===== src/rtl/cst_pkg.sv =====
// ---------------------------------------------------------------------------
// cst_pkg
// Shared types and constants of the C subset tokenizer.
// ---------------------------------------------------------------------------
`default_nettype none
package cst_pkg;
   localparam int POSITION_BITS_DEF = 16;
   localparam int VALUE_BITS_DEF = 16;
   localparam int QUEUE_DEPTH = 4;

   typedef enum logic [3:0] {
      PH_IDLE, PH_SLASH, PH_LINE, PH_BLOCK, PH_BSTAR, PH_IDENT, PH_ZERO,
      PH_DEC, PH_HEX, PH_CHOPEN, PH_CHCLOSE, PH_STR, PH_OP
   } phase_type;

   localparam logic [2:0] KIND_EOF = 3'd0;
   localparam logic [2:0] KIND_NUM = 3'd1;
   localparam logic [2:0] KIND_IDENT = 3'd2;
   localparam logic [2:0] KIND_KEYWORD = 3'd3;
   localparam logic [2:0] KIND_STRING = 3'd4;
   localparam logic [2:0] KIND_PUNCT = 3'd5;

   // one byte as classified by the front part
   typedef struct packed {
      logic [7:0] in_byte;
      logic       is_end;
      logic       fin;
      logic       is_letter;
      logic       is_decimal;
      logic       is_hex;
      logic [3:0] hex_value;
      logic       is_space;
   } class_type;

   function automatic logic [7:0] kw_char(input logic [3:0] k, input logic [2:0] i);
      logic [55:0] s;
      case (k)
         4'd0: s = {"int", 32'h0};
         4'd1: s = {"char", 24'h0};
         4'd2: s = {"void", 24'h0};
         4'd3: s = {"struct", 8'h0};
         4'd4: s = {"union", 16'h0};
         4'd5: s = {"if", 40'h0};
         4'd6: s = {"else", 24'h0};
         4'd7: s = {"while", 16'h0};
         4'd8: s = {"for", 32'h0};
         4'd9: s = {"return", 8'h0};
         default: s = '0;
      endcase
      kw_char = s[55 - 8*i -: 8];
   endfunction

   function automatic logic [2:0] kw_len(input logic [3:0] k);
      case (k)
         4'd0: kw_len = 3'd3;
         4'd1: kw_len = 3'd4;
         4'd2: kw_len = 3'd4;
         4'd3: kw_len = 3'd6;
         4'd4: kw_len = 3'd5;
         4'd5: kw_len = 3'd2;
         4'd6: kw_len = 3'd4;
         4'd7: kw_len = 3'd5;
         4'd8: kw_len = 3'd3;
         4'd9: kw_len = 3'd6;
         default: kw_len = 3'd0;
      endcase
   endfunction

   function automatic logic op_pair(input logic [7:0] a, input logic [7:0] b);
      op_pair = (a == 8'd61 && b == 8'd61) || (a == 8'd33 && b == 8'd61) ||
                (a == 8'd60 && b == 8'd61) || (a == 8'd62 && b == 8'd61) ||
                (a == 8'd60 && b == 8'd60) || (a == 8'd62 && b == 8'd62) ||
                (a == 8'd38 && b == 8'd38) || (a == 8'd124 && b == 8'd124) ||
                (a == 8'd45 && b == 8'd62);
   endfunction
endpackage
`default_nettype wire


===== src/rtl/cst_if.sv =====
// ---------------------------------------------------------------------------
// cst_req_if / cst_rsp_if
// Valid/ready channels for source bytes and tokens.
// ---------------------------------------------------------------------------
`default_nettype none
interface cst_req_if;
   logic       valid;
   logic       ready;
   logic [7:0] in_byte;
   logic       last;
   modport source(output valid, in_byte, last, input ready);
   modport sink(input valid, in_byte, last, output ready);
endinterface

interface cst_rsp_if #(parameter int POSITION_BITS = 16, parameter int VALUE_BITS = 16);
   logic                     valid;
   logic                     ready;
   logic [2:0]               token_kind;
   logic [VALUE_BITS-1:0]    number_value;
   logic [3:0]               keyword_index;
   logic [7:0]               punct_first;
   logic [7:0]               punct_second;
   logic [POSITION_BITS-1:0] token_start;
   logic [15:0]              token_length;
   logic                     last_of_run;
   modport source(output valid, token_kind, number_value, keyword_index, punct_first,
                  punct_second, token_start, token_length, last_of_run, input ready);
   modport sink(input valid, token_kind, number_value, keyword_index, punct_first,
                punct_second, token_start, token_length, last_of_run, output ready);
endinterface
`default_nettype wire


===== src/rtl/cst_front.sv =====
// ---------------------------------------------------------------------------
// cst_front
// Accepts source bytes, classifies them and queues them for the scanner.
// ---------------------------------------------------------------------------
`default_nettype none
module cst_front (
   input  wire logic               clock,
   input  wire logic               reset,
   input  wire logic               req_valid,
   output logic                    req_ready,
   input  wire logic [7:0]         req_in_byte,
   input  wire logic               req_last,
   output logic                    q_valid,
   input  wire logic               q_pop,
   output cst_pkg::class_type      q_data
);
   localparam int D = cst_pkg::QUEUE_DEPTH;
   localparam int AW = $clog2(D);

   cst_pkg::class_type mem_ff [D];
   logic [AW-1:0] wr_ff, wr_in, rd_ff, rd_in;
   logic [AW:0]   cnt_ff, cnt_in;
   cst_pkg::class_type cls;
   logic push;
   logic [7:0] c;

   always_comb begin
      c = req_in_byte;
      cls.in_byte = c;
      cls.is_end = (c == 8'd0);
      cls.fin = req_last;
      cls.is_letter = (c >= 8'd65 && c <= 8'd90) || (c >= 8'd97 && c <= 8'd122) ||
                      c == 8'd95;
      cls.is_decimal = (c >= 8'd48 && c <= 8'd57);
      cls.is_hex = cls.is_decimal || (c >= 8'd97 && c <= 8'd102) ||
                   (c >= 8'd65 && c <= 8'd70);
      if (c <= 8'd57) cls.hex_value = 4'(c - 8'd48);
      else if (c <= 8'd70) cls.hex_value = 4'(c - 8'd55);
      else cls.hex_value = 4'(c - 8'd87);
      cls.is_space = c == 8'd32 || c == 8'd9 || c == 8'd13 || c == 8'd10;
   end

   assign req_ready = (cnt_ff != (AW+1)'(D));
   assign push = req_valid && req_ready;
   assign q_valid = (cnt_ff != '0);
   assign q_data = mem_ff[rd_ff];

   always_comb begin
      wr_in = push ? wr_ff + 1'b1 : wr_ff;
      rd_in = q_pop ? rd_ff + 1'b1 : rd_ff;
      cnt_in = cnt_ff + (AW+1)'(push) - (AW+1)'(q_pop);
   end

   always_ff @(posedge clock) begin
      if (push) mem_ff[wr_ff] <= cls;
   end

   always_ff @(posedge clock) begin
      if (reset) begin
         wr_ff <= '0;
         rd_ff <= '0;
         cnt_ff <= '0;
      end else begin
         wr_ff <= wr_in;
         rd_ff <= rd_in;
         cnt_ff <= cnt_in;
      end
   end
endmodule
`default_nettype wire


===== src/rtl/cst_back.sv =====
// ---------------------------------------------------------------------------
// cst_back
// Scanner: runs the token state machine on one queued byte per cycle when
// free, and serializes up to three tokens per byte through an output register.
// ---------------------------------------------------------------------------
`default_nettype none
module cst_back #(
   parameter int POSITION_BITS = cst_pkg::POSITION_BITS_DEF,
   parameter int VALUE_BITS = cst_pkg::VALUE_BITS_DEF
) (
   input  wire logic          clock,
   input  wire logic          reset,
   input  wire logic          q_valid,
   output logic               q_pop,
   input  cst_pkg::class_type q_data,
   cst_rsp_if.source          rsp
);
   typedef struct packed {
      logic [2:0]               kind;
      logic [VALUE_BITS-1:0]    val;
      logic [3:0]               kw;
      logic [7:0]               p1;
      logic [7:0]               p2;
      logic [POSITION_BITS-1:0] start;
      logic [15:0]              len;
   } tok_type;

   cst_pkg::phase_type phase_ff, phase_in;
   logic [7:0] held_ff, held_in;
   logic [POSITION_BITS-1:0] rpos_ff, rpos_in, spos_ff, spos_in;
   logic [VALUE_BITS-1:0] acc_ff, acc_in;
   logic [9:0] cand_ff, cand_in;
   logic esc_ff, esc_in;
   logic [15:0] len_ff, len_in;

   // pending tokens of the byte being emitted
   tok_type pend_ff [3];
   tok_type pend_in [3];
   logic [1:0] pcnt_ff, pcnt_in, pidx_ff, pidx_in;
   logic busy_ff, busy_in;

   tok_type out_ff;
   logic out_valid_ff, out_last_ff;

   tok_type toks [3];
   logic [1:0] ntok;
   logic [7:0] c;
   logic again;
   logic take;
   logic out_free;

   function automatic logic [9:0] filter(input logic [9:0] cand, input logic [15:0] l,
                                         input logic [7:0] ch);
      logic [9:0] r;
      r = cand;
      for (int k = 0; k < 10; k++) begin
         if (l >= 16'(cst_pkg::kw_len(4'(k))) ||
             cst_pkg::kw_char(4'(k), l[2:0]) != ch) r[k] = 1'b0;
      end
      return r;
   endfunction

   function automatic tok_type mk(input logic [2:0] kind, input logic [VALUE_BITS-1:0] v,
                                  input logic [3:0] kw, input logic [7:0] a,
                                  input logic [7:0] b, input logic [POSITION_BITS-1:0] s,
                                  input logic [15:0] l);
      tok_type t;
      t.kind = kind; t.val = v; t.kw = kw; t.p1 = a; t.p2 = b; t.start = s; t.len = l;
      return t;
   endfunction

   assign out_free = !out_valid_ff || rsp.ready;
   assign take = q_valid && !busy_ff && out_free;
   assign q_pop = take;
   assign c = q_data.in_byte;

   always_comb begin
      tok_type ft;
      logic fv;
      logic [3:0] kwi;
      logic kwf;
      logic [15:0] grown;
      phase_in = phase_ff; held_in = held_ff; rpos_in = rpos_ff; spos_in = spos_ff;
      acc_in = acc_ff; cand_in = cand_ff; esc_in = esc_ff; len_in = len_ff;
      ntok = '0; again = 1'b0;
      for (int i = 0; i < 3; i++) toks[i] = '0;
      ft = '0; fv = 1'b0; kwi = '0; kwf = 1'b0;
      grown = (len_ff == 16'hFFFF) ? len_ff : len_ff + 16'd1;
      // flush token of the current open phase
      for (int k = 9; k >= 0; k--) begin
         if (cand_ff[k] && len_ff == 16'(cst_pkg::kw_len(4'(k)))) begin
            kwf = 1'b1; kwi = 4'(k);
         end
      end
      unique case (phase_ff)
         cst_pkg::PH_SLASH: begin
            fv = 1'b1; ft = mk(cst_pkg::KIND_PUNCT, '0, '0, 8'd47, '0, spos_ff, len_ff);
         end
         cst_pkg::PH_OP: begin
            fv = 1'b1; ft = mk(cst_pkg::KIND_PUNCT, '0, '0, held_ff, '0, spos_ff, len_ff);
         end
         cst_pkg::PH_IDENT: begin
            fv = 1'b1;
            ft = kwf ? mk(cst_pkg::KIND_KEYWORD, '0, kwi, '0, '0, spos_ff, len_ff)
                     : mk(cst_pkg::KIND_IDENT, '0, '0, '0, '0, spos_ff, len_ff);
         end
         cst_pkg::PH_ZERO, cst_pkg::PH_DEC, cst_pkg::PH_HEX, cst_pkg::PH_CHOPEN,
         cst_pkg::PH_CHCLOSE: begin
            fv = 1'b1; ft = mk(cst_pkg::KIND_NUM, acc_ff, '0, '0, '0, spos_ff, len_ff);
         end
         cst_pkg::PH_STR: begin
            fv = 1'b1; ft = mk(cst_pkg::KIND_STRING, '0, '0, '0, '0, spos_ff, len_ff);
         end
         default: ;
      endcase

      if (!q_data.is_end) begin
         // first pass in the open phase
         unique case (phase_ff)
            cst_pkg::PH_IDLE: again = 1'b1;
            cst_pkg::PH_SLASH:
               if (c == 8'd47) phase_in = cst_pkg::PH_LINE;
               else if (c == 8'd42) phase_in = cst_pkg::PH_BLOCK;
               else again = 1'b1;
            cst_pkg::PH_LINE: if (c == 8'd10) phase_in = cst_pkg::PH_IDLE;
            cst_pkg::PH_BLOCK: if (c == 8'd42) phase_in = cst_pkg::PH_BSTAR;
            cst_pkg::PH_BSTAR:
               if (c == 8'd47) phase_in = cst_pkg::PH_IDLE;
               else if (c != 8'd42) phase_in = cst_pkg::PH_BLOCK;
            cst_pkg::PH_IDENT:
               if (q_data.is_letter || q_data.is_decimal) begin
                  cand_in = filter(cand_ff, len_ff, c); len_in = grown;
               end else again = 1'b1;
            cst_pkg::PH_ZERO:
               if (c == 8'd120 || c == 8'd88) begin
                  phase_in = cst_pkg::PH_HEX; len_in = grown;
               end else if (q_data.is_decimal) begin
                  phase_in = cst_pkg::PH_DEC; acc_in = VALUE_BITS'(c - 8'd48);
                  len_in = grown;
               end else again = 1'b1;
            cst_pkg::PH_DEC:
               if (q_data.is_decimal) begin
                  acc_in = VALUE_BITS'((acc_ff << 3) + (acc_ff << 1) +
                                       VALUE_BITS'(c - 8'd48));
                  len_in = grown;
               end else again = 1'b1;
            cst_pkg::PH_HEX:
               if (q_data.is_hex) begin
                  acc_in = VALUE_BITS'({acc_ff, 4'h0} | VALUE_BITS'(q_data.hex_value));
                  len_in = grown;
               end else again = 1'b1;
            cst_pkg::PH_CHOPEN: begin
               len_in = grown;
               if (esc_ff) begin
                  if (c == 8'd110) acc_in = VALUE_BITS'(8'd10);
                  else if (c == 8'd116) acc_in = VALUE_BITS'(8'd9);
                  else if (c == 8'd114) acc_in = VALUE_BITS'(8'd13);
                  else if (c == 8'd48) acc_in = '0;
                  else acc_in = VALUE_BITS'(c);
                  esc_in = 1'b0; phase_in = cst_pkg::PH_CHCLOSE;
               end else if (c == 8'd92) esc_in = 1'b1;
               else begin
                  acc_in = VALUE_BITS'(c); phase_in = cst_pkg::PH_CHCLOSE;
               end
            end
            cst_pkg::PH_CHCLOSE:
               if (c == 8'd39) begin
                  toks[0] = mk(cst_pkg::KIND_NUM, acc_ff, '0, '0, '0, spos_ff, grown);
                  ntok = 2'd1; phase_in = cst_pkg::PH_IDLE; esc_in = 1'b0;
               end else again = 1'b1;
            cst_pkg::PH_STR: begin
               len_in = grown;
               if (esc_ff) esc_in = 1'b0;
               else if (c == 8'd92) esc_in = 1'b1;
               else if (c == 8'd34) begin
                  toks[0] = mk(cst_pkg::KIND_STRING, '0, '0, '0, '0, spos_ff, grown);
                  ntok = 2'd1; phase_in = cst_pkg::PH_IDLE;
               end
            end
            cst_pkg::PH_OP:
               if (cst_pkg::op_pair(held_ff, c)) begin
                  toks[0] = mk(cst_pkg::KIND_PUNCT, '0, '0, held_ff, c, spos_ff, 16'd2);
                  ntok = 2'd1; phase_in = cst_pkg::PH_IDLE;
               end else again = 1'b1;
            default: begin
               phase_in = cst_pkg::PH_IDLE; again = 1'b1;
            end
         endcase
         if (again) begin
            if (fv) begin
               toks[0] = ft; ntok = 2'd1;
            end
            phase_in = cst_pkg::PH_IDLE; esc_in = 1'b0;
            // idle handling of the byte
            if (q_data.is_space) ;
            else if (c == 8'd35) phase_in = cst_pkg::PH_LINE;
            else if (c == 8'd47) begin
               phase_in = cst_pkg::PH_SLASH; spos_in = rpos_ff; len_in = 16'd1;
               acc_in = '0; held_in = c;
            end else if (q_data.is_letter) begin
               phase_in = cst_pkg::PH_IDENT; spos_in = rpos_ff; acc_in = '0;
               cand_in = filter(10'h3FF, 16'd0, c); len_in = 16'd1;
            end else if (q_data.is_decimal) begin
               phase_in = (c == 8'd48) ? cst_pkg::PH_ZERO : cst_pkg::PH_DEC;
               spos_in = rpos_ff; len_in = 16'd1; acc_in = VALUE_BITS'(c - 8'd48);
            end else if (c == 8'd39) begin
               phase_in = cst_pkg::PH_CHOPEN; spos_in = rpos_ff; len_in = 16'd1;
               acc_in = '0;
            end else if (c == 8'd34) begin
               phase_in = cst_pkg::PH_STR; spos_in = rpos_ff; len_in = 16'd1; acc_in = '0;
            end else if (c == 8'd61 || c == 8'd33 || c == 8'd60 || c == 8'd62 ||
                         c == 8'd38 || c == 8'd124 || c == 8'd45) begin
               phase_in = cst_pkg::PH_OP; spos_in = rpos_ff; len_in = 16'd1;
               acc_in = '0; held_in = c;
            end else begin
               toks[ntok] = mk(cst_pkg::KIND_PUNCT, '0, '0, c, '0, rpos_ff, 16'd1);
               ntok = ntok + 2'd1;
            end
         end
         rpos_in = rpos_ff + 1'b1;
      end

      if (q_data.is_end || q_data.fin) begin
         // flush whatever the byte left open, then eof, then reset state
         unique case (phase_in)
            cst_pkg::PH_SLASH, cst_pkg::PH_OP: begin
               toks[ntok] = mk(cst_pkg::KIND_PUNCT, '0, '0, held_in, '0, spos_in, len_in);
               ntok = ntok + 2'd1;
            end
            cst_pkg::PH_IDENT: begin
               kwf = 1'b0; kwi = '0;
               for (int k = 9; k >= 0; k--) begin
                  if (cand_in[k] && len_in == 16'(cst_pkg::kw_len(4'(k)))) begin
                     kwf = 1'b1; kwi = 4'(k);
                  end
               end
               toks[ntok] = kwf ? mk(cst_pkg::KIND_KEYWORD, '0, kwi, '0, '0, spos_in, len_in)
                                : mk(cst_pkg::KIND_IDENT, '0, '0, '0, '0, spos_in, len_in);
               ntok = ntok + 2'd1;
            end
            cst_pkg::PH_ZERO, cst_pkg::PH_DEC, cst_pkg::PH_HEX, cst_pkg::PH_CHOPEN,
            cst_pkg::PH_CHCLOSE: begin
               toks[ntok] = mk(cst_pkg::KIND_NUM, acc_in, '0, '0, '0, spos_in, len_in);
               ntok = ntok + 2'd1;
            end
            cst_pkg::PH_STR: begin
               toks[ntok] = mk(cst_pkg::KIND_STRING, '0, '0, '0, '0, spos_in, len_in);
               ntok = ntok + 2'd1;
            end
            default: ;
         endcase
         toks[ntok] = mk(cst_pkg::KIND_EOF, '0, '0, '0, '0, rpos_in, '0);
         ntok = ntok + 2'd1;
         phase_in = cst_pkg::PH_IDLE; held_in = '0; rpos_in = '0; spos_in = '0;
         acc_in = '0; cand_in = 10'h3FF; esc_in = 1'b0; len_in = '0;
      end
   end

   // emission: first token goes to the output register at once, the rest
   // drain from the pending buffer one per cycle while the output is free
   always_comb begin
      busy_in = busy_ff; pidx_in = pidx_ff; pcnt_in = pcnt_ff;
      for (int i = 0; i < 3; i++) pend_in[i] = pend_ff[i];
      if (take) begin
         for (int i = 0; i < 3; i++) pend_in[i] = toks[i];
         pcnt_in = ntok; pidx_in = 2'd1;
         busy_in = (ntok > 2'd1);
      end else if (busy_ff && out_free) begin
         pidx_in = pidx_ff + 2'd1;
         busy_in = (pidx_ff + 2'd1 < pcnt_ff);
      end
   end

   always_ff @(posedge clock) begin
      if (reset) begin
         phase_ff <= cst_pkg::PH_IDLE; held_ff <= '0; rpos_ff <= '0; spos_ff <= '0;
         acc_ff <= '0; cand_ff <= 10'h3FF; esc_ff <= 1'b0; len_ff <= '0;
         busy_ff <= 1'b0; pidx_ff <= '0; pcnt_ff <= '0; out_valid_ff <= 1'b0;
      end else begin
         if (take) begin
            phase_ff <= phase_in; held_ff <= held_in; rpos_ff <= rpos_in;
            spos_ff <= spos_in; acc_ff <= acc_in; cand_ff <= cand_in;
            esc_ff <= esc_in; len_ff <= len_in;
         end
         busy_ff <= busy_in; pidx_ff <= pidx_in; pcnt_ff <= pcnt_in;
         if (take) out_valid_ff <= (ntok != 2'd0);
         else if (busy_ff && out_free) out_valid_ff <= 1'b1;
         else if (rsp.ready) out_valid_ff <= 1'b0;
      end
   end

   always_ff @(posedge clock) begin
      for (int i = 0; i < 3; i++) pend_ff[i] <= pend_in[i];
      if (take) begin
         out_ff <= toks[0];
         out_last_ff <= (ntok == 2'd1);
      end else if (busy_ff && out_free) begin
         out_ff <= pend_ff[pidx_ff];
         out_last_ff <= (pidx_ff + 2'd1 == pcnt_ff);
      end
   end

   assign rsp.valid = out_valid_ff;
   assign rsp.token_kind = out_ff.kind;
   assign rsp.number_value = out_ff.val;
   assign rsp.keyword_index = out_ff.kw;
   assign rsp.punct_first = out_ff.p1;
   assign rsp.punct_second = out_ff.p2;
   assign rsp.token_start = out_ff.start;
   assign rsp.token_length = out_ff.len;
   assign rsp.last_of_run = out_last_ff;
endmodule
`default_nettype wire


===== src/rtl/c_subset_tokenizer.sv =====
// ---------------------------------------------------------------------------
// c_subset_tokenizer
// Streaming lexer for a small C subset: bytes in, tokens out.
// ---------------------------------------------------------------------------
// path: an accepted byte is registered in the byte queue, then its first token
//   is registered in the output register
// throughput: one byte per cycle while tokens are taken; a byte with more than
//   one token holds the scanner until its tokens drain, one per cycle as taken
// reset: synchronous, clears the byte queue, scanner state and output
`default_nettype none
module c_subset_tokenizer #(
   parameter int POSITION_BITS = cst_pkg::POSITION_BITS_DEF,
   parameter int VALUE_BITS = cst_pkg::VALUE_BITS_DEF
) (
   input wire logic  clock,
   input wire logic  reset,
   cst_req_if.sink   req,
   cst_rsp_if.source rsp
);
   logic q_valid, q_pop;
   cst_pkg::class_type q_data;

   cst_front u_front (
      .clock(clock), .reset(reset),
      .req_valid(req.valid), .req_ready(req.ready),
      .req_in_byte(req.in_byte), .req_last(req.last),
      .q_valid(q_valid), .q_pop(q_pop), .q_data(q_data)
   );

   cst_back #(.POSITION_BITS(POSITION_BITS), .VALUE_BITS(VALUE_BITS)) u_back (
      .clock(clock), .reset(reset),
      .q_valid(q_valid), .q_pop(q_pop), .q_data(q_data), .rsp(rsp)
   );
endmodule
`default_nettype wire


===== src/flat_wrapper.sv =====
// flat-port wrapper written by rule: the top's interface ports become plain ports
module c_subset_tokenizer_flat 
#(
   parameter int POSITION_BITS = cst_pkg::POSITION_BITS_DEF,
   parameter int VALUE_BITS = cst_pkg::VALUE_BITS_DEF
)
  (clock, reset, req_valid, req_in_byte, req_last, req_ready, rsp_valid, rsp_token_kind, rsp_number_value, rsp_keyword_index, rsp_punct_first, rsp_punct_second, rsp_token_start, rsp_token_length, rsp_last_of_run, rsp_ready);
  cst_req_if req_i ();
  cst_rsp_if #(.POSITION_BITS(POSITION_BITS), .VALUE_BITS(VALUE_BITS)) rsp_i ();
  input wire logic clock;
  input wire logic reset;
  input wire logic [$bits(req_i.valid)-1:0] req_valid;
  input wire logic [$bits(req_i.in_byte)-1:0] req_in_byte;
  input wire logic [$bits(req_i.last)-1:0] req_last;
  output wire logic [$bits(req_i.ready)-1:0] req_ready;
  output wire logic [$bits(rsp_i.valid)-1:0] rsp_valid;
  output wire logic [$bits(rsp_i.token_kind)-1:0] rsp_token_kind;
  output wire logic [$bits(rsp_i.number_value)-1:0] rsp_number_value;
  output wire logic [$bits(rsp_i.keyword_index)-1:0] rsp_keyword_index;
  output wire logic [$bits(rsp_i.punct_first)-1:0] rsp_punct_first;
  output wire logic [$bits(rsp_i.punct_second)-1:0] rsp_punct_second;
  output wire logic [$bits(rsp_i.token_start)-1:0] rsp_token_start;
  output wire logic [$bits(rsp_i.token_length)-1:0] rsp_token_length;
  output wire logic [$bits(rsp_i.last_of_run)-1:0] rsp_last_of_run;
  input wire logic [$bits(rsp_i.ready)-1:0] rsp_ready;
  assign req_i.valid = req_valid;
  assign req_i.in_byte = req_in_byte;
  assign req_i.last = req_last;
  assign req_ready = req_i.ready;
  assign rsp_valid = rsp_i.valid;
  assign rsp_token_kind = rsp_i.token_kind;
  assign rsp_number_value = rsp_i.number_value;
  assign rsp_keyword_index = rsp_i.keyword_index;
  assign rsp_punct_first = rsp_i.punct_first;
  assign rsp_punct_second = rsp_i.punct_second;
  assign rsp_token_start = rsp_i.token_start;
  assign rsp_token_length = rsp_i.token_length;
  assign rsp_last_of_run = rsp_i.last_of_run;
  assign rsp_i.ready = rsp_ready;
  c_subset_tokenizer #(.POSITION_BITS(POSITION_BITS), .VALUE_BITS(VALUE_BITS)) u_core (.clock(clock), .reset(reset), .req(req_i), .rsp(rsp_i));
endmodule

===== config.mk =====
export PLATFORM = sky130hd
export DESIGN_NAME = c_subset_tokenizer_flat
export DESIGN_NICKNAME = d
export VERILOG_FILES = /design/src/rtl/cst_pkg.sv /design/src/rtl/cst_if.sv /design/src/rtl/cst_front.sv /design/src/rtl/cst_back.sv /design/src/rtl/c_subset_tokenizer.sv /design/src/flat_wrapper.sv
export SDC_FILE = /design/constraint.sdc
export NUM_CORES = 1
export LEC_CHECK = 0
export ABC_AREA = 1
export BUFFER_PORTS_ARGS = -buffer_cell sky130_fd_sc_hd__buf_4
export CAP_MARGIN = 20
export CELL_PAD_IN_SITES_DETAIL_PLACEMENT = 1
export CELL_PAD_IN_SITES_GLOBAL_PLACEMENT = 2
export CORE_ASPECT_RATIO = 1.5
export CORE_MARGIN = 5
export CORE_UTILIZATION = 39
export CTS_BUF_LIST = sky130_fd_sc_hd__clkbuf_8
export CTS_CLUSTER_DIAMETER = 30
export CTS_CLUSTER_SIZE = 30
export DETAILED_ROUTE_END_ITERATION = 7
export GPL_TIMING_DRIVEN = 1
export PLACE_DENSITY = 0.88
export SLEW_MARGIN = 20
export SYNTH_ARGS = -nofsm -noshare
export SYNTH_HDL_FRONTEND = slang
export SYNTH_SLANG_ARGS = --single-unit

===== constraint.sdc =====
create_clock -name clock -period 8.32 [get_ports clock]
set_clock_uncertainty 0.2 [all_clocks]
set_input_delay 2.496 -clock clock [delete_from_list [all_inputs] [get_ports clock]]
set_output_delay 2.496 -clock clock [all_outputs]
set_load 0.02 [all_outputs]

# Yosys cells after proc, flatten, opt, wreduce, memory -nomap -nowiden

Memories as Yosys holds them, arrays and structs flattened. A register that Yosys moved wholly into a read port is not among the register bits.
Index checks and enable logic that the tools add are counted.

Flip-flop bits (word level): 172
Bits in writable memories: 285
Output and inout bits: 74
Memories kept: 2
Word-level logic and storage cells: 683

Memories:

| name                  | words | width | rd ports | clocked after Yosys merged registers in | write ports | RTL line        | RTL |
|---|---|---|---|---|---|---|---|
| u_core.u_back.pend_ff | 3     | 71    | 1        | 0                                       | 3           | cst_back.sv:37  | `tok_type pend_ff [3];` |
| u_core.u_front.mem_ff | 4     | 18    | 1        | 1                                       | 1           | cst_front.sv:20 | `cst_pkg::class_type mem_ff [D];` |

Bitwise operators: 4
Add/subtract/negate cells: 17
Multiplexer cells: 404
$lt $le $gt $ge: 26
Eq/ne operators: 91
Shift operators: 10
Reductions and logical operators: 105

Operator list:

| operator                                             | number |
|---|---|
| 2-to-1 mux 56 bit                                    | 90 |
| 2-to-1 mux 213 bit                                   | 13 |
| bitwise mux 213 bit                                  | 6 |
| 2-to-1 mux 71 bit                                    | 12 |
| one-hot mux 213 bit (4 select lines)                 | 1 |
| 2-to-1 mux 16 bit                                    | 46 |
| variable part select 63 x 33 -> 8 bit                | 10 |
| demux 71 bit (select 2 bit)                          | 3 |
| one-hot mux 71 bit (5 select lines)                  | 1 |
| one-hot mux 71 bit (3 select lines)                  | 1 |
| 2-to-1 mux 69 bit                                    | 3 |
| 2-to-1 mux 4 bit                                     | 50 |
| 2-to-1 mux 3 bit                                     | 55 |
| inequality test 8 bit                                | 20 |
| equality test 8 x 6 -> 1 bit, second input constant  | 19 |
| 2-to-1 mux 8 bit                                     | 15 |
| 2-to-1 mux 10 bit                                    | 9 |
| equality test 16 x 3 -> 1 bit                        | 5 |
| greater-or-equal comparator 16 x 3 -> 1 bit          | 5 |
| one-hot mux 16 bit (5 select lines)                  | 1 |
| 2-to-1 mux 1 bit                                     | 75 |
| equality test 8 x 7 -> 1 bit, second input constant  | 9 |
| one-hot mux 16 bit (4 select lines)                  | 1 |
| equality test 16 x 3 -> 1 bit, second input constant | 3 |
| 52 further kinds                                     | 204 |

# Logic depth before layout (Yosys ltp)

Word-level depth: 44
Mapped depth: 40
Mapped depth without buffers: 36

# Modules after synthesis

From an unflattened synthesis, not the netlist that was laid out.

Cell total of the unflattened synthesis: 3489
Area, all modules: 27272.4 µm²

Modules (own cells, without submodules):

| module    | times used | cells each | area an instance (µm²) |
|---|---|---|---|
| cst_back  | 1          | 3184       | 23742.8 |
| cst_front | 1          | 305        | 3529.6 |

# Worst setup path after synthesis

No wires, ideal clock.

Path kind: input -> register
Start point: input rsp_ready
End point: register u_core.u_front.cnt_ff[2]
Arrival: 7129 ps
Stages: 11
Required time: 8000 ps
Setup slack: 871 ps
Cells stage by stage: nor2_1 > nor3_1 > clkbuf_1 > buf_2 > ha_1 > inv_1 > ha_1 > inv_1 > fa_1 > o21ai_0 > a21oi_1

Word-level cells in the longest chain between the ends: 3

RTL lines:

| item                      | RTL line                 | RTL |
|---|---|---|
| from (decl)               | flat_wrapper.sv:25       | `input wire logic [$bits(rsp_i.ready)-1:0] rsp_ready;` |
| logical OR 1 bit          | cst_back.sv:72           | `assign out_free = !out_valid_ff \|\| rsp.ready;` |
| logical AND 1 bit         | cst_back.sv:73           | `assign take = q_valid && !busy_ff && out_free;` |
| via u_core.q_pop          | c_subset_tokenizer.sv:20 | `logic q_valid, q_pop;` |
| subtractor 3 x 1 -> 3 bit | cst_front.sv:51          | `cnt_in = cnt_ff + (AW+1)'(push) - (AW+1)'(q_pop);` |
| to (signal assigned)      | cst_front.sv:66          | `cnt_ff <= cnt_in;` |
| to (decl)                 | cst_front.sv:22          | `logic [AW:0] cnt_ff, cnt_in;` |

The timed path passes the listed nets, and every way through them passes these cells.
A chain may end at the register's enable or synchronous reset.

==> metrics.txt <==
number of global-route vias before repair 27700; pwr dens 484 nW/um^2; worst endpoint required time about 8.7 ns; Worst path most repeated cell inv_1; Yosys top cell area share between 30% and 40%; setup slack, reg-to-reg 1.45 ns; Post-synth EDFFs between 300 and 400; final instance count without filler cells ~4600; HPWL after DPL just under 80 mm; period utilisation layout ~83%; class of the worst hold path flop to flop; minimum clock period approximately 6.9 ns; DRT antenna net count 0; TritonRoute pass-1 iters 6; Synth Flop Type edfxtp_1; layout cell share with drive strength beyond 1 between 10% and 20%; crit path kind flop to flop; final setup vio count 0; Congestion Overflow GR 0; die height 336 um; Worst Setup Start Kind flop; I/O pins between 80 and 90; YS warnings 0; Peak VDD IR roughly 0.00032 V; Fin. Hold Viols 0; flops & latches, synth 443; DRT Wirelength roughly 110 mm; Starting Density between 30% and 40%; CP max FO 39; GPL Wtd Cong between 0.9 and 1; clk_lat worst skew ~0.75 ns; CTS resizes 0; Slew Limit Fails 0; nets@finish between 3000 and 4000; FP Rows 119; most numerous cell in the Yosys netlist nand2_1; Max-Cap Viols 0; die width approximately 230 um; setup repair after global routing missed its margin false; dpl ws between 1.5 and 2 ns; Syn Inst Count 3595; CP Capture Type flop; setup slack after layout approximately 1.4 ns; Overall Global Routing Usage between 20 and 30%; Syn Nets 3666; CTS Sinks around 440; Peak Freq ~0.15 GHz; vias post-DR roughly 27000; IO buf count 86; post-synthesis async set-or-reset flop share 0%; vias per std cell 5.76; max incr delay on CP between 0.4 and 0.5 ns; DR DRC count 0; postcts setup bufs 0; leakage about 13 nW; Synth cell types 63; DRT iter0 DRCs 1990; footprint of the multi-input gates 13200 sq um; status finished, final reports clean; Clock Path Buffers 3; Die Area 76400 sq um; WL per Instance between 20 and 25 um; sequential share of the synthesized area between 40 and 50%; worst slew pin tran ~1.1 ns; synthesized area per cell about 7.7 sq um; Synth area leader edfxtp_1; crit path DAT 7.21 ns; Worst-path clk slew approximately 0.070 ns; CTS tree built; top cell types by occurrence after synthesis 880 x nand2_1, 377 x nor2_1, 346 x inv_1, 341 x edfxtp_1, 254 x nand3_1; CTS Hold Bufs 0; Slew headroom roughly 28%; CTS H-tree depth 3; placed cells approximately 4500; first-pass GRT wire length around 170 mm; initial antenna violation count 1; Fill cells approximately 8700; dominant cells by area after synthesis edfxtp_1 37%, nand2_1 12%, dfxtp_1 7.4%, nor2_1 5.1%, inv_1 4.7%; CP max-delay cell inv_2; setup TNS 0 ns; area added between synthesis and finish 12.7%; pin count of the biggest net entering global routing 157; TritonCTS Buffers between 80 and 90; Sequential Area approximately 12000 sq um; Mapped Area around 28000 sq um; core region area ~70000 sq um; Root Buffer clkbuf_8
through the flow:
stage	hold slack, ns	area (sq um)	util (%)	power [W]
after floorplan	0.235	27600	-	0.00935
after global placement	0.254	29100	41.4	0.0123
after detailed placement	0.271	29100	41.4	0.0124
after CTS	0.289	31200	44.3	0.0151
after global routing	0.309	31200	44.3	0.0160
final	0.282	31200	44.3	0.0151
logic make-up (layout without fill, tap and decap cells):
group,after synthesis,in the layout,synth area share [%]
and+or+nand+nor,1685,1685,25.9
AOI/OAI and AO/OA,788,788,16.7
buffers and inverters,559,688,8.06
DFF,443,443,44.4
xor gates and xnor gates,59,59,1.87
adders and majority gates,58,58,3.01
muxes,2,2,0.0724
other,1,2,0.0136
metal layers:
layer / routed length (um) / global-route usage [%] / vias up / part of all wire (%)
met2: 56300 / 51.1 / 804 / 51
met1: 42300 / 31.9 / 13200 / 38
met4: 6580 / 15.5 / 0 / 6.0
met3: 4910 / 3.31 / 322 / 4.5
li1: - / - / 12400 / -
met5: 0 / 0 / - / 0
cell type report:
type                    instances  share of cell area [%]
clock buffers                  90                    3.98
diodes                          1                 0.00803
repair buffers                144                    3.59
well taps                     907                    3.64
inverters                     376                    4.56
clock inverters                78                    2.58
flip-flops and latches        443                    39.4
multi-input cells            2593                    42.2
flip-flops by register name, indices dropped and copies added (netlist names), 2 cells and up, named ones only:
signal and flops:
u_core.u_back.pend_ff 197, u_core.u_front.mem_ff 72, u_core.u_back.acc_ff 16, u_core.u_back.len_ff 16, u_core.u_back.rpos_ff 16, u_core.u_back.rsp.number_value 16, u_core.u_back.rsp.token_length 16, u_core.u_back.rsp.token_start 16
u_core.u_back.spos_ff 16, u_core.u_back.cand_ff 10, u_core.u_back.held_ff 8, u_core.u_back.rsp.punct_first 8, u_core.u_back.rsp.punct_second 8, u_core.u_back.phase_ff 4, u_core.u_back.rsp.keyword_index 4, u_core.u_back.rsp.token_kind 3
u_core.u_front.cnt_ff 3, u_core.u_back.pcnt_ff 2, u_core.u_back.pidx_ff 2, u_core.u_front.rd_ff 2, u_core.u_front.wr_ff 2
cell usage in the layout (no fill, tap or decap), types with 40 or more instances in the layout:
cell type    n
o211ai_1    70
xor2_1      53
nand2_1    878
nand3_1    254
dfxtp_1    101
ha_1        44
edfxtp_1   341
o22ai_1    106
nand4_1     40
clkbuf_8    90
inv_1      349
a21oi_1    190
buf_4      141
nor2_1     376
o21ai_0    241
nor3_1      56
o21ai_1     58
report_power, final:
group          switching [W]  internal [W]  total (W)  leakage (nW)
Sequential          0.000341       0.00360    0.00394          4.23
Combinational        0.00641       0.00214    0.00854          7.51
Clock                0.00114       0.00144    0.00258          1.03
worst paths after layout:
kind              cells past startpoint                     from                      endpoint
setup / recovery                     32                     flop  u_core.u_back.pend_ff[0][32]
hold / removal                        2  u_core.u_front.rd_ff[1]                          flop
setup reg to reg                     32                     flop  u_core.u_back.pend_ff[0][32]
hold reg to reg                       2  u_core.u_front.rd_ff[1]                          flop
worst max-delay path: cells and delay by family (launching register included):
family / cells / cell delay [ns]
fa+ha+maj: 3 / 0.93
flops: 1 / 0.32
compound gates: 2 / 0.17
buf+inv: 11 / 2.58
simple gates: 16 / 2.44
(Power assumes the default switching activity.)
